==> src/sv/csi_escape_sequence_parser_defines.svh <==
// assertion macros for the escape sequence parser
`ifndef CSI_ESCAPE_SEQUENCE_PARSER_DEFINES_SVH
`define CSI_ESCAPE_SEQUENCE_PARSER_DEFINES_SVH

`ifndef ASSERT_OFF

// checked outside reset
`define CSP_ASSERT(lbl, prop, msg) \
    lbl: assert property (@(posedge i_clk) disable iff (!i_rst_n) prop) else $error(msg);

// checked on every edge, reset included
`define CSP_ASSERT_RST(lbl, prop, msg) \
    lbl: assert property (@(posedge i_clk) prop) else $error(msg);

`else

`define CSP_ASSERT(lbl, prop, msg)

`define CSP_ASSERT_RST(lbl, prop, msg)

`endif

`endif

==> src/sv/csp_pkg.sv <==
package csp_pkg;

    // sequence limits
    localparam int MAX_SEQ_LEN = 16;
    localparam int LEN_W       = $clog2(MAX_SEQ_LEN);
    localparam int SLOTS       = 16;
    localparam int SLOT_W      = $clog2(SLOTS);
    localparam int CNT_W       = SLOT_W + 1;

    // queue between parser and emitter, power of two
    localparam int FIFO_DEPTH  = 4;
    localparam int PTR_W       = $clog2(FIFO_DEPTH);

    // special bytes
    localparam logic [7:0] BYTE_ESC  = 8'h1B;
    localparam logic [7:0] BYTE_LBR  = 8'h5B;
    localparam logic [7:0] BYTE_SEMI = 8'h3B;
    localparam logic [7:0] BYTE_ZERO = 8'h30;
    localparam logic [7:0] BYTE_NINE = 8'h39;

    localparam logic [15:0] PARAM_MAX = 16'hFFFF;

    // queue entry kinds
    typedef enum logic [1:0] {
        K_PLAIN = 2'd0,
        K_PARAM = 2'd1,
        K_END   = 2'd2,
        K_ABORT = 2'd3
    } t_kind;

    typedef struct packed {
        t_kind       kind;
        logic [7:0]  data;
        logic [15:0] value;
    } t_entry;

    // write side of the queue
    typedef struct packed {
        logic   push;
        t_entry entry;
    } t_q_wr;

    // read side of the queue
    typedef struct packed {
        logic   empty;
        t_entry entry;
    } t_q_rd;

    typedef struct packed {
        logic                is_plain;
        logic [7:0]          command_byte;
        logic [CNT_W-1:0]    param_count;
        logic [SLOT_W-1:0]   param_index;
        logic [15:0]         param_value;
        logic                last;
    } t_result;

endpackage

==> src/sv/csi_escape_sequence_parser.sv <==
// channel  | direction | handshake        | payload
// ---------+-----------+------------------+--------------------------------------------
// input    | in        | push / full      | i_in_byte
// result   | out       | pop / empty      | o_is_plain, o_command_byte, o_param_count,
//          |           |                  | o_param_index, o_param_value, o_last
//
// input bytes are taken one per cycle while the 4-entry queue behind the parser has room
// a plain character moves from the queue to the output register once it is free; a sequence of
// n parameters leaves the queue as n entries, then each is read from the registered buffer and emitted
// full rises once the queue fills: during long parameter drains or while results sit unpopped
// reset is synchronous, active low, and clears parser, queue and emitter control state
// a result waits in the output register until popped; the parser stalls once the queue fills

module csi_escape_sequence_parser (
    input  logic        i_clk,
    input  logic        i_rst_n,
    input  logic        push,
    output logic        full,
    input  logic [7:0]  i_in_byte,
    output logic        empty,
    input  logic        pop,
    output logic        o_is_plain,
    output logic [7:0]  o_command_byte,
    output logic [4:0]  o_param_count,
    output logic [3:0]  o_param_index,
    output logic [15:0] o_param_value,
    output logic        o_last
);

    csp_pkg::t_q_wr   q_wr;
    csp_pkg::t_q_rd   q_rd;
    csp_pkg::t_result result;
    logic             q_full;
    logic             q_pop;

    // byte parser
    csp_front u_front (
        .i_clk    (i_clk),
        .i_rst_n  (i_rst_n),
        .i_push   (push),
        .i_byte   (i_in_byte),
        .i_q_full (q_full),
        .o_full   (full),
        .o_q_wr   (q_wr)
    );

    // decoupling queue
    csp_queue u_queue (
        .i_clk   (i_clk),
        .i_rst_n (i_rst_n),
        .i_q_wr  (q_wr),
        .i_pop   (q_pop),
        .o_full  (q_full),
        .o_q_rd  (q_rd)
    );

    // result emitter
    csp_back u_back (
        .i_clk    (i_clk),
        .i_rst_n  (i_rst_n),
        .i_q_rd   (q_rd),
        .o_q_pop  (q_pop),
        .i_pop    (pop),
        .o_empty  (empty),
        .o_result (result)
    );

    assign o_is_plain     = result.is_plain;
    assign o_command_byte = result.command_byte;
    assign o_param_count  = 5'(result.param_count);
    assign o_param_index  = 4'(result.param_index);
    assign o_param_value  = result.param_value;
    assign o_last         = result.last;

endmodule

==> src/sv/csp_ram.sv <==
module csp_ram #(
    parameter int WIDTH = 16,
    parameter int DEPTH = 16
) (
    input  logic                     i_clk,
    input  logic                     i_wr_en,
    input  logic [$clog2(DEPTH)-1:0] i_wr_addr,
    input  logic [WIDTH-1:0]         i_wr_data,
    input  logic                     i_rd_en,
    input  logic [$clog2(DEPTH)-1:0] i_rd_addr,
    output logic [WIDTH-1:0]         o_rd_data
);

    logic [WIDTH-1:0] r_mem [DEPTH];
    logic [WIDTH-1:0] r_rd_data;

    // single write port
    always_ff @(posedge i_clk) begin
        if (i_wr_en) begin
            r_mem[i_wr_addr] <= i_wr_data;
        end
    end

    // registered read port
    always_ff @(posedge i_clk) begin
        if (i_rd_en) begin
            r_rd_data <= r_mem[i_rd_addr];
        end
    end

    assign o_rd_data = r_rd_data;

endmodule

==> src/sv/csp_front.sv <==
module csp_front (
    input  logic         i_clk,
    input  logic         i_rst_n,
    input  logic         i_push,
    input  logic [7:0]   i_byte,
    input  logic         i_q_full,
    output logic         o_full,
    output csp_pkg::t_q_wr o_q_wr
);

    logic [csp_pkg::LEN_W-1:0]  r_seq_len, n_seq_len;
    logic [csp_pkg::SLOT_W-1:0] r_cur, n_cur;
    logic [15:0]                r_acc, n_acc;

    logic        accept;
    logic        is_digit;
    logic [3:0]  digit;
    logic [19:0] acc_prod;
    logic [15:0] acc_next;
    csp_pkg::t_q_wr q_wr;

    assign o_full = i_q_full;
    assign accept = i_push && !i_q_full;

    // digit classification and saturating acc*10 + d
    assign is_digit = (i_byte >= csp_pkg::BYTE_ZERO) && (i_byte <= csp_pkg::BYTE_NINE);
    assign digit    = 4'(i_byte - csp_pkg::BYTE_ZERO);
    assign acc_prod = {1'b0, r_acc, 3'b000} + {3'b000, r_acc, 1'b0} + {16'b0, digit};
    assign acc_next = (|acc_prod[19:16]) ? csp_pkg::PARAM_MAX : acc_prod[15:0];

    // byte classification and sequence state
    always_comb begin
        n_seq_len = r_seq_len;
        n_cur     = r_cur;
        n_acc     = r_acc;
        q_wr      = '0;
        if (accept) begin
            if (int'(r_seq_len) >= csp_pkg::MAX_SEQ_LEN - 1) begin
                n_seq_len        = '0;
                n_cur            = '0;
                q_wr.push        = 1'b1;
                q_wr.entry.kind  = csp_pkg::K_ABORT;
            end else if (r_seq_len == '0) begin
                if (i_byte == csp_pkg::BYTE_ESC) begin
                    n_seq_len = csp_pkg::LEN_W'(1);
                    n_cur     = '0;
                    n_acc     = '0;
                end else begin
                    q_wr.push       = 1'b1;
                    q_wr.entry.kind = csp_pkg::K_PLAIN;
                    q_wr.entry.data = i_byte;
                end
            end else if (r_seq_len == csp_pkg::LEN_W'(1)) begin
                if (i_byte == csp_pkg::BYTE_LBR) begin
                    n_seq_len = csp_pkg::LEN_W'(2);
                end else begin
                    n_seq_len = '0;
                end
            end else begin
                n_seq_len = r_seq_len + csp_pkg::LEN_W'(1);
                if (is_digit) begin
                    n_acc = acc_next;
                end else if (i_byte == csp_pkg::BYTE_SEMI) begin
                    if ((int'(r_cur) >= csp_pkg::SLOTS - 1) ||
                        (int'(r_cur) >= csp_pkg::MAX_SEQ_LEN - 1)) begin
                        n_seq_len       = '0;
                        n_cur           = '0;
                        q_wr.push       = 1'b1;
                        q_wr.entry.kind = csp_pkg::K_ABORT;
                    end else begin
                        n_cur            = r_cur + csp_pkg::SLOT_W'(1);
                        n_acc            = '0;
                        q_wr.push        = 1'b1;
                        q_wr.entry.kind  = csp_pkg::K_PARAM;
                        q_wr.entry.value = r_acc;
                    end
                end else begin
                    n_seq_len        = '0;
                    n_cur            = '0;
                    q_wr.push        = 1'b1;
                    q_wr.entry.kind  = csp_pkg::K_END;
                    q_wr.entry.data  = i_byte;
                    q_wr.entry.value = r_acc;
                end
            end
        end
    end

    // control state
    always_ff @(posedge i_clk) begin
        if (!i_rst_n) begin
            r_seq_len <= '0;
            r_cur     <= '0;
        end else begin
            r_seq_len <= n_seq_len;
            r_cur     <= n_cur;
        end
    end

    // parameter accumulator
    always_ff @(posedge i_clk) begin
        r_acc <= n_acc;
    end

    assign o_q_wr = q_wr;

endmodule

==> src/sv/csp_queue.sv <==
module csp_queue (
    input  logic           i_clk,
    input  logic           i_rst_n,
    input  csp_pkg::t_q_wr i_q_wr,
    input  logic           i_pop,
    output logic           o_full,
    output csp_pkg::t_q_rd o_q_rd
);

    csp_pkg::t_entry            r_mem [csp_pkg::FIFO_DEPTH];
    logic [csp_pkg::PTR_W-1:0]  r_wr_ptr;
    logic [csp_pkg::PTR_W-1:0]  r_rd_ptr;
    logic [csp_pkg::PTR_W:0]    r_count;

    logic do_push;
    logic do_pop;
    logic empty;
    logic full;

    assign full    = (r_count == (csp_pkg::PTR_W+1)'(csp_pkg::FIFO_DEPTH));
    assign empty   = (r_count == '0);
    assign do_push = i_q_wr.push && !full;
    assign do_pop  = i_pop && !empty;

    // pointers and fill level
    always_ff @(posedge i_clk) begin
        if (!i_rst_n) begin
            r_wr_ptr <= '0;
            r_rd_ptr <= '0;
            r_count  <= '0;
        end else begin
            if (do_push) begin
                r_wr_ptr <= r_wr_ptr + csp_pkg::PTR_W'(1);
            end
            if (do_pop) begin
                r_rd_ptr <= r_rd_ptr + csp_pkg::PTR_W'(1);
            end
            case ({do_push, do_pop})
                2'b10:   r_count <= r_count + (csp_pkg::PTR_W+1)'(1);
                2'b01:   r_count <= r_count - (csp_pkg::PTR_W+1)'(1);
                default: r_count <= r_count;
            endcase
        end
    end

    // entry storage
    always_ff @(posedge i_clk) begin
        if (do_push) begin
            r_mem[r_wr_ptr] <= i_q_wr.entry;
        end
    end

    assign o_full       = full;
    assign o_q_rd.empty = empty;
    assign o_q_rd.entry = r_mem[r_rd_ptr];

endmodule

==> src/sv/csp_back.sv <==
`include "csi_escape_sequence_parser_defines.svh"

module csp_back (
    input  logic              i_clk,
    input  logic              i_rst_n,
    input  csp_pkg::t_q_rd    i_q_rd,
    output logic              o_q_pop,
    input  logic              i_pop,
    output logic              o_empty,
    output csp_pkg::t_result  o_result
);

    typedef enum logic [2:0] {
        ST_IDLE = 3'b001,
        ST_READ = 3'b010,
        ST_EMIT = 3'b100
    } t_state;

    t_state                      r_state, n_state;
    logic [csp_pkg::SLOT_W-1:0]  r_wcnt, n_wcnt;
    logic [csp_pkg::SLOT_W-1:0]  r_k, n_k;
    logic [csp_pkg::CNT_W-1:0]   r_count, n_count;
    logic [7:0]                  r_cmd, n_cmd;

    logic                        r_out_valid;
    csp_pkg::t_result            r_out;

    logic                        out_free;
    logic                        k_last;
    logic [csp_pkg::CNT_W-1:0]   k_ext;
    logic                        q_pop;
    logic                        load_plain;
    logic                        load_param;
    logic                        ram_we;
    logic                        ram_re;
    logic [15:0]                 ram_rdata;

    assign out_free = !r_out_valid || i_pop;
    assign k_ext    = {1'b0, r_k};
    assign k_last   = (k_ext == r_count - csp_pkg::CNT_W'(1));

    // parameter buffer for the sequence being collected
    csp_ram #(
        .WIDTH (16),
        .DEPTH (csp_pkg::SLOTS)
    ) u_param_ram (
        .i_clk     (i_clk),
        .i_wr_en   (ram_we),
        .i_wr_addr (r_wcnt),
        .i_wr_data (i_q_rd.entry.value),
        .i_rd_en   (ram_re),
        .i_rd_addr (r_k),
        .o_rd_data (ram_rdata)
    );

    // entry handling and emission sequencer
    always_comb begin
        n_state    = r_state;
        n_wcnt     = r_wcnt;
        n_k        = r_k;
        n_count    = r_count;
        n_cmd      = r_cmd;
        q_pop      = 1'b0;
        ram_we     = 1'b0;
        ram_re     = 1'b0;
        load_plain = 1'b0;
        load_param = 1'b0;
        case (r_state)
            ST_IDLE: begin
                if (!i_q_rd.empty) begin
                    case (i_q_rd.entry.kind)
                        csp_pkg::K_PLAIN: begin
                            if (out_free) begin
                                q_pop      = 1'b1;
                                load_plain = 1'b1;
                            end
                        end
                        csp_pkg::K_PARAM: begin
                            q_pop  = 1'b1;
                            ram_we = 1'b1;
                            n_wcnt = r_wcnt + csp_pkg::SLOT_W'(1);
                        end
                        csp_pkg::K_END: begin
                            q_pop   = 1'b1;
                            ram_we  = 1'b1;
                            n_count = {1'b0, r_wcnt} + csp_pkg::CNT_W'(1);
                            n_cmd   = i_q_rd.entry.data;
                            n_k     = '0;
                            n_wcnt  = '0;
                            n_state = ST_READ;
                        end
                        csp_pkg::K_ABORT: begin
                            q_pop  = 1'b1;
                            n_wcnt = '0;
                        end
                        default: begin
                            q_pop = 1'b1;
                        end
                    endcase
                end
            end
            ST_READ: begin
                ram_re  = 1'b1;
                n_state = ST_EMIT;
            end
            ST_EMIT: begin
                if (out_free) begin
                    load_param = 1'b1;
                    if (k_last) begin
                        n_state = ST_IDLE;
                    end else begin
                        n_k     = r_k + csp_pkg::SLOT_W'(1);
                        n_state = ST_READ;
                    end
                end
            end
            default: begin
                n_state = ST_IDLE;
            end
        endcase
    end

    // control state
    always_ff @(posedge i_clk) begin
        if (!i_rst_n) begin
            r_state     <= ST_IDLE;
            r_wcnt      <= '0;
            r_out_valid <= 1'b0;
        end else begin
            r_state <= n_state;
            r_wcnt  <= n_wcnt;
            if (load_plain || load_param) begin
                r_out_valid <= 1'b1;
            end else if (i_pop) begin
                r_out_valid <= 1'b0;
            end
        end
    end

    // sequence bookkeeping and result register
    always_ff @(posedge i_clk) begin
        r_k     <= n_k;
        r_count <= n_count;
        r_cmd   <= n_cmd;
        if (load_plain) begin
            r_out.is_plain     <= 1'b1;
            r_out.command_byte <= i_q_rd.entry.data;
            r_out.param_count  <= '0;
            r_out.param_index  <= '0;
            r_out.param_value  <= '0;
            r_out.last         <= 1'b1;
        end else if (load_param) begin
            r_out.is_plain     <= 1'b0;
            r_out.command_byte <= r_cmd;
            r_out.param_count  <= r_count;
            r_out.param_index  <= r_k;
            r_out.param_value  <= ram_rdata;
            r_out.last         <= k_last;
        end
    end

    assign o_q_pop  = q_pop;
    assign o_empty  = !r_out_valid;
    assign o_result = r_out;

    `CSP_ASSERT_RST(a_reset_idle, !i_rst_n |=> r_state == ST_IDLE && !r_out_valid, "back not idle after reset")
    `CSP_ASSERT(a_read_then_emit, r_state == ST_READ |=> r_state == ST_EMIT, "read not followed by emit")
    `CSP_ASSERT(a_index_in_range, r_state == ST_EMIT |-> k_ext < r_count, "parameter index past count")
    `CSP_ASSERT(a_last_ends_run, r_state == ST_EMIT && out_free && k_last |=> r_state == ST_IDLE && r_out.last, "last parameter did not end run")
    `CSP_ASSERT(a_plain_shape, r_out_valid && r_out.is_plain |-> r_out.last && r_out.param_count == '0, "plain result malformed")

endmodule
==> config.mk <==
export PLATFORM = sky130hd
export DESIGN_NAME = csi_escape_sequence_parser
export DESIGN_NICKNAME = d
export VERILOG_FILES = /design/src/sv/csp_pkg.sv /design/src/sv/csi_escape_sequence_parser.sv /design/src/sv/csp_ram.sv /design/src/sv/csp_front.sv /design/src/sv/csp_queue.sv /design/src/sv/csp_back.sv
export VERILOG_INCLUDE_DIRS = /design/src /design/src/sv
export SDC_FILE = /design/constraint.sdc
export NUM_CORES = 1
export LEC_CHECK = 0
export BUFFER_PORTS_ARGS = -buffer_cell sky130_fd_sc_hd__buf_2
export CAP_MARGIN = 20
export CORE_MARGIN = 1.5
export CORE_UTILIZATION = 45
export DETAILED_ROUTE_END_ITERATION = 10
export HOLD_SLACK_MARGIN = 0.15
export PLACE_DENSITY_LB_ADDON = 0.25
export REMOVE_ABC_BUFFERS = 1
export SLEW_MARGIN = 30
export SYNTH_ARGS = -nofsm -noshare
export SYNTH_HDL_FRONTEND = slang
export SYNTH_SLANG_ARGS = --single-unit
==> constraint.sdc <==
create_clock -name i_clk -period 4.3 [get_ports i_clk]
set_input_delay 0 -clock i_clk [delete_from_list [all_inputs] [get_ports i_clk]]
set_output_delay 0 -clock i_clk [all_outputs]
set_load 0.03 [all_outputs]
# Word-level counts from Yosys, hierarchy flattened

Memory sizes are Yosys's and may differ from the RTL's. A register that Yosys moved wholly into a read port is not among the register bits.
Index checks and enable logic that the tools add are counted.

Flip-flop bits (word level): 91
Memory bits (writable): 360
Input port bits: 12
Output and inout port bits: 37
Logic and storage cells: 161
Memories: 2

$add $sub $neg: 13
$lt $le $gt $ge: 4
Eq/ne operators: 24
Mux-type cells: 69
Bitwise operators: 2
Reductions and logical operators: 29

Memories:

| memory                   | depth | width | read ports | clocked after memory_dff | wr ports | line            | source |
|---|---|---|---|---|---|---|---|
| u_back.u_param_ram.r_mem | 16    | 16    | 1          | 1                        | 1        | csp_ram.sv:14   | `logic [WIDTH-1:0] r_mem [DEPTH];` |
| u_queue.r_mem            | 4     | 26    | 1          | 1                        | 1        | csp_queue.sv:10 | `csp_pkg::t_entry r_mem [csp_pkg::FIFO_DEPTH];` |

Operators with widths:

| operator                                            | number |
|---|---|
| 2-to-1 mux 16 bit                                   | 10 |
| 2-to-1 mux 27 bit                                   | 3 |
| 2-to-1 mux 4 bit                                    | 18 |
| 2-to-1 mux 34 bit                                   | 2 |
| 2-to-1 mux 24 bit                                   | 1 |
| 2-to-1 mux 11 bit                                   | 2 |
| adder 19 x 17 -> 20 bit                             | 1 |
| adder 20 x 4 -> 20 bit                              | 1 |
| 2-to-1 mux 1 bit                                    | 17 |
| adder 4 x 1 -> 4 bit, second input constant         | 4 |
| one-hot mux 4 bit (2 select lines)                  | 2 |
| 2-to-1 mux 3 bit                                    | 5 |
| 2-to-1 mux 2 bit                                    | 5 |
| nonzero test 2 bit                                  | 5 |
| one-hot mux 3 bit (3 select lines)                  | 1 |
| AND reduction 3 bit                                 | 3 |
| equality test 8 x 5 -> 1 bit, second input constant | 1 |
| equality test 8 x 6 -> 1 bit, second input constant | 1 |
| equality test 8 x 7 -> 1 bit, second input constant | 1 |
| >= comparator 4 bit, second input constant          | 2 |
| >= comparator 8 x 6 -> 1 bit, second input constant | 1 |
| <= comparator 8 x 6 -> 1 bit, second input constant | 1 |
| 2-to-1 mux 8 bit                                    | 1 |
| inequality test 2 bit, second input constant        | 4 |
| other kinds (34)                                    | 49 |

# Logic depth before layout (Yosys ltp)

Depth after elaboration: 11
Depth in mapped cells: 15
Gate-level depth less buffers: 14

# Hierarchy

Synthesis repeated with hierarchy kept, for this count alone.

Cell total of the unflattened synthesis: 1141
Area total of the unflattened synthesis: 19532.5 um^2

Modules (own cells, without submodules):

| module    | times used | cells an instance | area each (um^2) | seq. area each (um^2) |
|---|---|---|---|---|
| csp_ram   | 1          | 432               | 10202.3          | 8167.8 |
| csp_queue | 1          | 191               | 4276.6           | 3303.2 |
| csp_back  | 1          | 230               | 2541.2           | 1451.4 |
| csp_front | 1          | 288               | 2512.4           | 640.6 |

# Worst setup path after synthesis

OpenSTA, ideal clock, no wires.

Kind: flip-flop to flip-flop
From: register with a tool-made name
To: memory u_back.u_param_ram.r_mem[6][0] (netlist: u_back.u_param_ram.r_mem[3][0]), enable pin
Data arrival time: 2954 ps
Path slack: 937 ps
Stages on the path, launching flop included: 8
Clock period less this slack: 3363 ps
Path through: dfxtp_1 -> buf_2 -> buf_2 -> mux4_2 -> inv_1 -> ha_1 -> nand3_1 -> nor3_1

RTL lines:

| what             | line |
|---|---|
| end: declaration | csp_ram.sv:14 |

# Worst setup path after layout

From: register u_front.r_acc[0]
To: register u_front.r_acc[4], data pin

Word-level cells in the longest chain between the ends: 7

RTL lines:

| what                      | line             | source |
|---|---|---|
| start: declaration        | csp_front.sv:13  | `logic [15:0] r_acc, n_acc;` |
| start signal: assignment  | csp_front.sv:102 | `r_acc <= n_acc;` |
| adder 19 x 17 -> 20 bit * | csp_front.sv:28  | `assign acc_prod = {1'b0, r_acc, 3'b000} + {3'b000, r_acc, 1'b0} + {16'b0, digit};` |
| adder 20 x 4 -> 20 bit *  | csp_front.sv:28  |  |
| OR reduction 4 bit        | csp_front.sv:29  | `assign acc_next = (\|acc_prod[19:16]) ? csp_pkg::PARAM_MAX : acc_prod[15:0];` |
| 2-to-1 mux 16 bit *       | csp_front.sv:29  |  |
| 2-to-1 mux 16 bit *       | csp_front.sv:61  | `if (is_digit) begin` |
| 2-to-1 mux 16 bit *       | csp_front.sv:53  | `end else if (r_seq_len == csp_pkg::LEN_W'(1)) begin` |
| 2-to-1 mux 16 bit *       | csp_front.sv:43  | `end else if (r_seq_len == '0) begin` |

Mark *: on every way between the ends. The rest lies on a longest branch, timed or not. The select of a mux whose other input is x is not followed.
A chain may end at the register's enable or synchronous reset.

==> results.toml <==
[run_status]
run_status = "finished clean"

[routing]
dr_total_vias = 9895
ant_nets = 0
drc = 0
totalWireLength_um = 37400
drtIter0Drc = 672
vias_per_cell = 5.55
first_pass_iters = 4
wire_per_inst_um = 21.0

[synthesis]
yosysUniqueCellTypes = 61
synthArstFlopShare = 0
synth_ff_type = "edfxtp_1"
synth_area_um2 = 19300
synth-edff-count = 417
ys_seq_area_frac = 0.704
ys_warn_count = 0
ys_ff_latch = 469
syn_area_per_cell_um2 = 17.5
syn_inst = 1101

[final_layout]
diodes = 0
area_growth_pct = 15.3
final_cell_mix = "edfxtp_1 (417), mux4_2 (106), nand2_1 (78)"
final_core_util = 0.528
fin_nets = 1271
layout-drive-gt1-share = 0.244
final.fill_count = 3396
final_common_cell = "edfxtp_1"

[clock_tree]
cts_buffers = 48
cts.clk_slew.worst_paths_ps = 60
clock_sinks = 469
clk_latency_ps = 580
cts_tree = "done"
post_cts_buffers = 0
clk_root_buffer_cell = "clkbuf_16"
cts.htree.levels = 2
cts_max_path_buffers = 3

[setup_path]
worst_path_most_repeated_cell = "fa_1"
crit_chain = "fa_1 -> fa_1 -> a21o_1 -> a221o_1 -> and3_4 -> o2111ai_1 -> o311ai_1 -> a211oi_2 -> buf_4 -> a21oi_1"
cp_max_fo = 16
path_class = "flip-flop to flip-flop"
end_kind = "flip-flop"
cp_num_buf_inv = 1
critPathLaunchType = "flip-flop"
cpPeakStageDelay_ps = 540
cp_slowest_cell = "fa_1"
r2r-start = "u_front.r_acc[0]"
rrSetupSlack_ps = 870
critPathRequiredTime_ps = 4590
path_delay_family = "compound AO/OA/AOI/OAI gates"
reg2reg_depth = 10
cp_num_cells = 10
r2r-end = "u_front.r_acc[4]"
critPathArrivalTime_ps = 3720

[timing]
fin_crit_sh = 0.799
worst_slack_ps = 865
fin_worst_skew_ps = 30.8
setup_tns_ps = 0
rsz0062_at_grt = "no"
worst_pin_slew_ps = 814
report.final.slew_viol_count = 0
relSlewSlack = 0.457
finalHoldViolations = 0
finalSetupViolations = 0
fmax_ghz = 0.291
fin_crit_ps = 3430

[grt]
grt_pass1_vias = 10000
track_usage = 0.175
grt_max_degree = 70
grt_overflow = 0
antenna_found_initial = 0
grt_first_pass_wirelength_um = 58700

[floorplan]
fp-row-count = 75
pin_count = 49
start_util = 0.458
die_w_um = 210
die_h_um = 210
core_area_um2 = 42000
fp.dieArea_um2 = 44000

[power_and_ir_drop]
clkPwrFrac = 0.362
vdd_ir_drop_max_mv = 0.305
power_density_nw_per_um2 = 549
netSwitchingFraction = 0.250
p_comb_frac = 0.162
leakagePower_nw = 7.66
p_total_mw = 12.2
p_sw_mw = 3.04
internal-power_mw = 9.14
p_seq_frac = 0.476

[hold_path]
min_to = "u_front.r_acc[0]"
holdPathStages = 4
hp-class = "input port to flip-flop"
min_from = "i_in_byte[0]"

[placed_design]
place.gp.congestion = 0.835
dp_hpwl_um = 22400
place_ws_ps = 874
io_buffers = 48

[job]
max_cap_viol_count = 0
## metal layers
layer	vias up	GRT usage	part of all wire
met1	5111	0.239	0.45
met4	0	0.0491	0.019
met2	188	0.295	0.49
met5	-	0	0
met3	57	0.0268	0.042
li1	4539	-	-
## worst reg2reg max path, delay by kind of cell, from the launching register on
kind | cells | cell delay [ps]
adder cells (fa/ha/maj) | 2 | 1030
AND/OR/NAND/NOR | 1 | 200
flip-flops | 1 | 440
buffers and inverters | 1 | 290
AO/OA/AOI/OAI | 6 | 1210
## timing repair
action / CTS / global route
hold endpoints to repair: 68 / 0
hold buffers: 16 / 0
resized for setup: 0 / 0
## cell families after synthesis
logic type / count (synthesis) / synth area share
AOI/OAI and AO/OA: 134 / 0.0463
muxes: 109 / 0.126
buffers and inverters: 73 / 0.0150
and+or+nand+nor: 236 / 0.0608
xor gates and xnor gates: 27 / 0.0123
DFF: 469 / 0.704
adders and majority gates: 53 / 0.0356
## state kept, by name, summed over array words and instances, names as in the netlist, named ones only
| signal | cells |
|---|---|
| u_back.r_state | 3 |
| u_back.r_cmd | 8 |
| u_front.r_cur | 4 |
| u_back.r_k | 4 |
| u_back.u_param_ram.o_rd_data | 16 |
| u_queue.r_mem | 104 |
| u_queue.r_rd_ptr | 2 |
| u_queue.r_wr_ptr | 2 |
| u_front.r_acc | 16 |
| u_back.r_wcnt | 4 |
| u_queue.r_count | 3 |
| u_back.r_count | 5 |
| u_back.u_param_ram.r_mem | 256 |
| u_front.r_seq_len | 4 |
| u_back.o_result | 35 |
| u_back.r_out_valid | 1 |
## power groups by stage
stage               Sequential (mW)  Clock [mW]  Combinational (mW)
floorplan                      6.03           0                1.21
global placement               5.89           0                1.95
detailed placement             5.90           0                1.99
CTS                            5.80        4.51                2.01
global route                   5.83        4.67                2.18
finish                         5.80        4.41                1.98
## synthesized netlist by cell type (11+ instances only)
cell type  number  area share
and2_1         35       0.011
mux4_2        106        0.12
nor3_1         13      0.0034
ha_1           50       0.032
a21oi_1        46       0.012
nand3_1        22      0.0057
dfxtp_1        52       0.054
nand2_1        78       0.015
xnor2_1        19      0.0086
edfxtp_1      417        0.65
inv_1          26      0.0051
nor2_1         40      0.0078
o21ai_0        16      0.0042
clkbuf_1       35      0.0068
and3_1         11      0.0036
## per-stage QoR
| stage | cell area (um2) | instances | hold slack [ps] |
|---|---|---|---|
| detailed placement | 20300 | 1679 | 388 |
| global placement | 20300 | 1679 | 383 |
| finish | 22200 | 1782 | 353 |
| global route | 22200 | 1782 | 378 |
| CTS | 22200 | 1782 | 317 |
| floorplan | 19100 | 1054 | 76.2 |
## layout make-up
cell class                      count  area (um2)  area share
Tap cell                          539         674      0.0304
Timing Repair Buffer              102         711      0.0320
Clock buffer                       63        1320      0.0594
Sequential cell                   469       13600       0.611
Clock inverter                     24         373      0.0168
Multi-Input combinational cell    559        5460       0.246
Inverter                           26        97.6     0.00440
## worst max path at each step
stage	end	slack (ps)	startpoint
after floorplan	u_back.u_param_ram.o_rd_data[0]	220	u_back.r_k[0]
after global placement	u_front.r_acc[0]	930	u_front.r_acc[0]
after detailed placement	u_front.r_acc[2]	870	u_front.r_acc[0]
after CTS	u_front.r_acc[4]	860	u_front.r_acc[0]
after global routing	u_front.r_acc[4]	710	u_front.r_acc[0]
final	u_front.r_acc[4]	870	u_front.r_acc[0]
No activity file was read; power rests on OpenSTA's default activity.
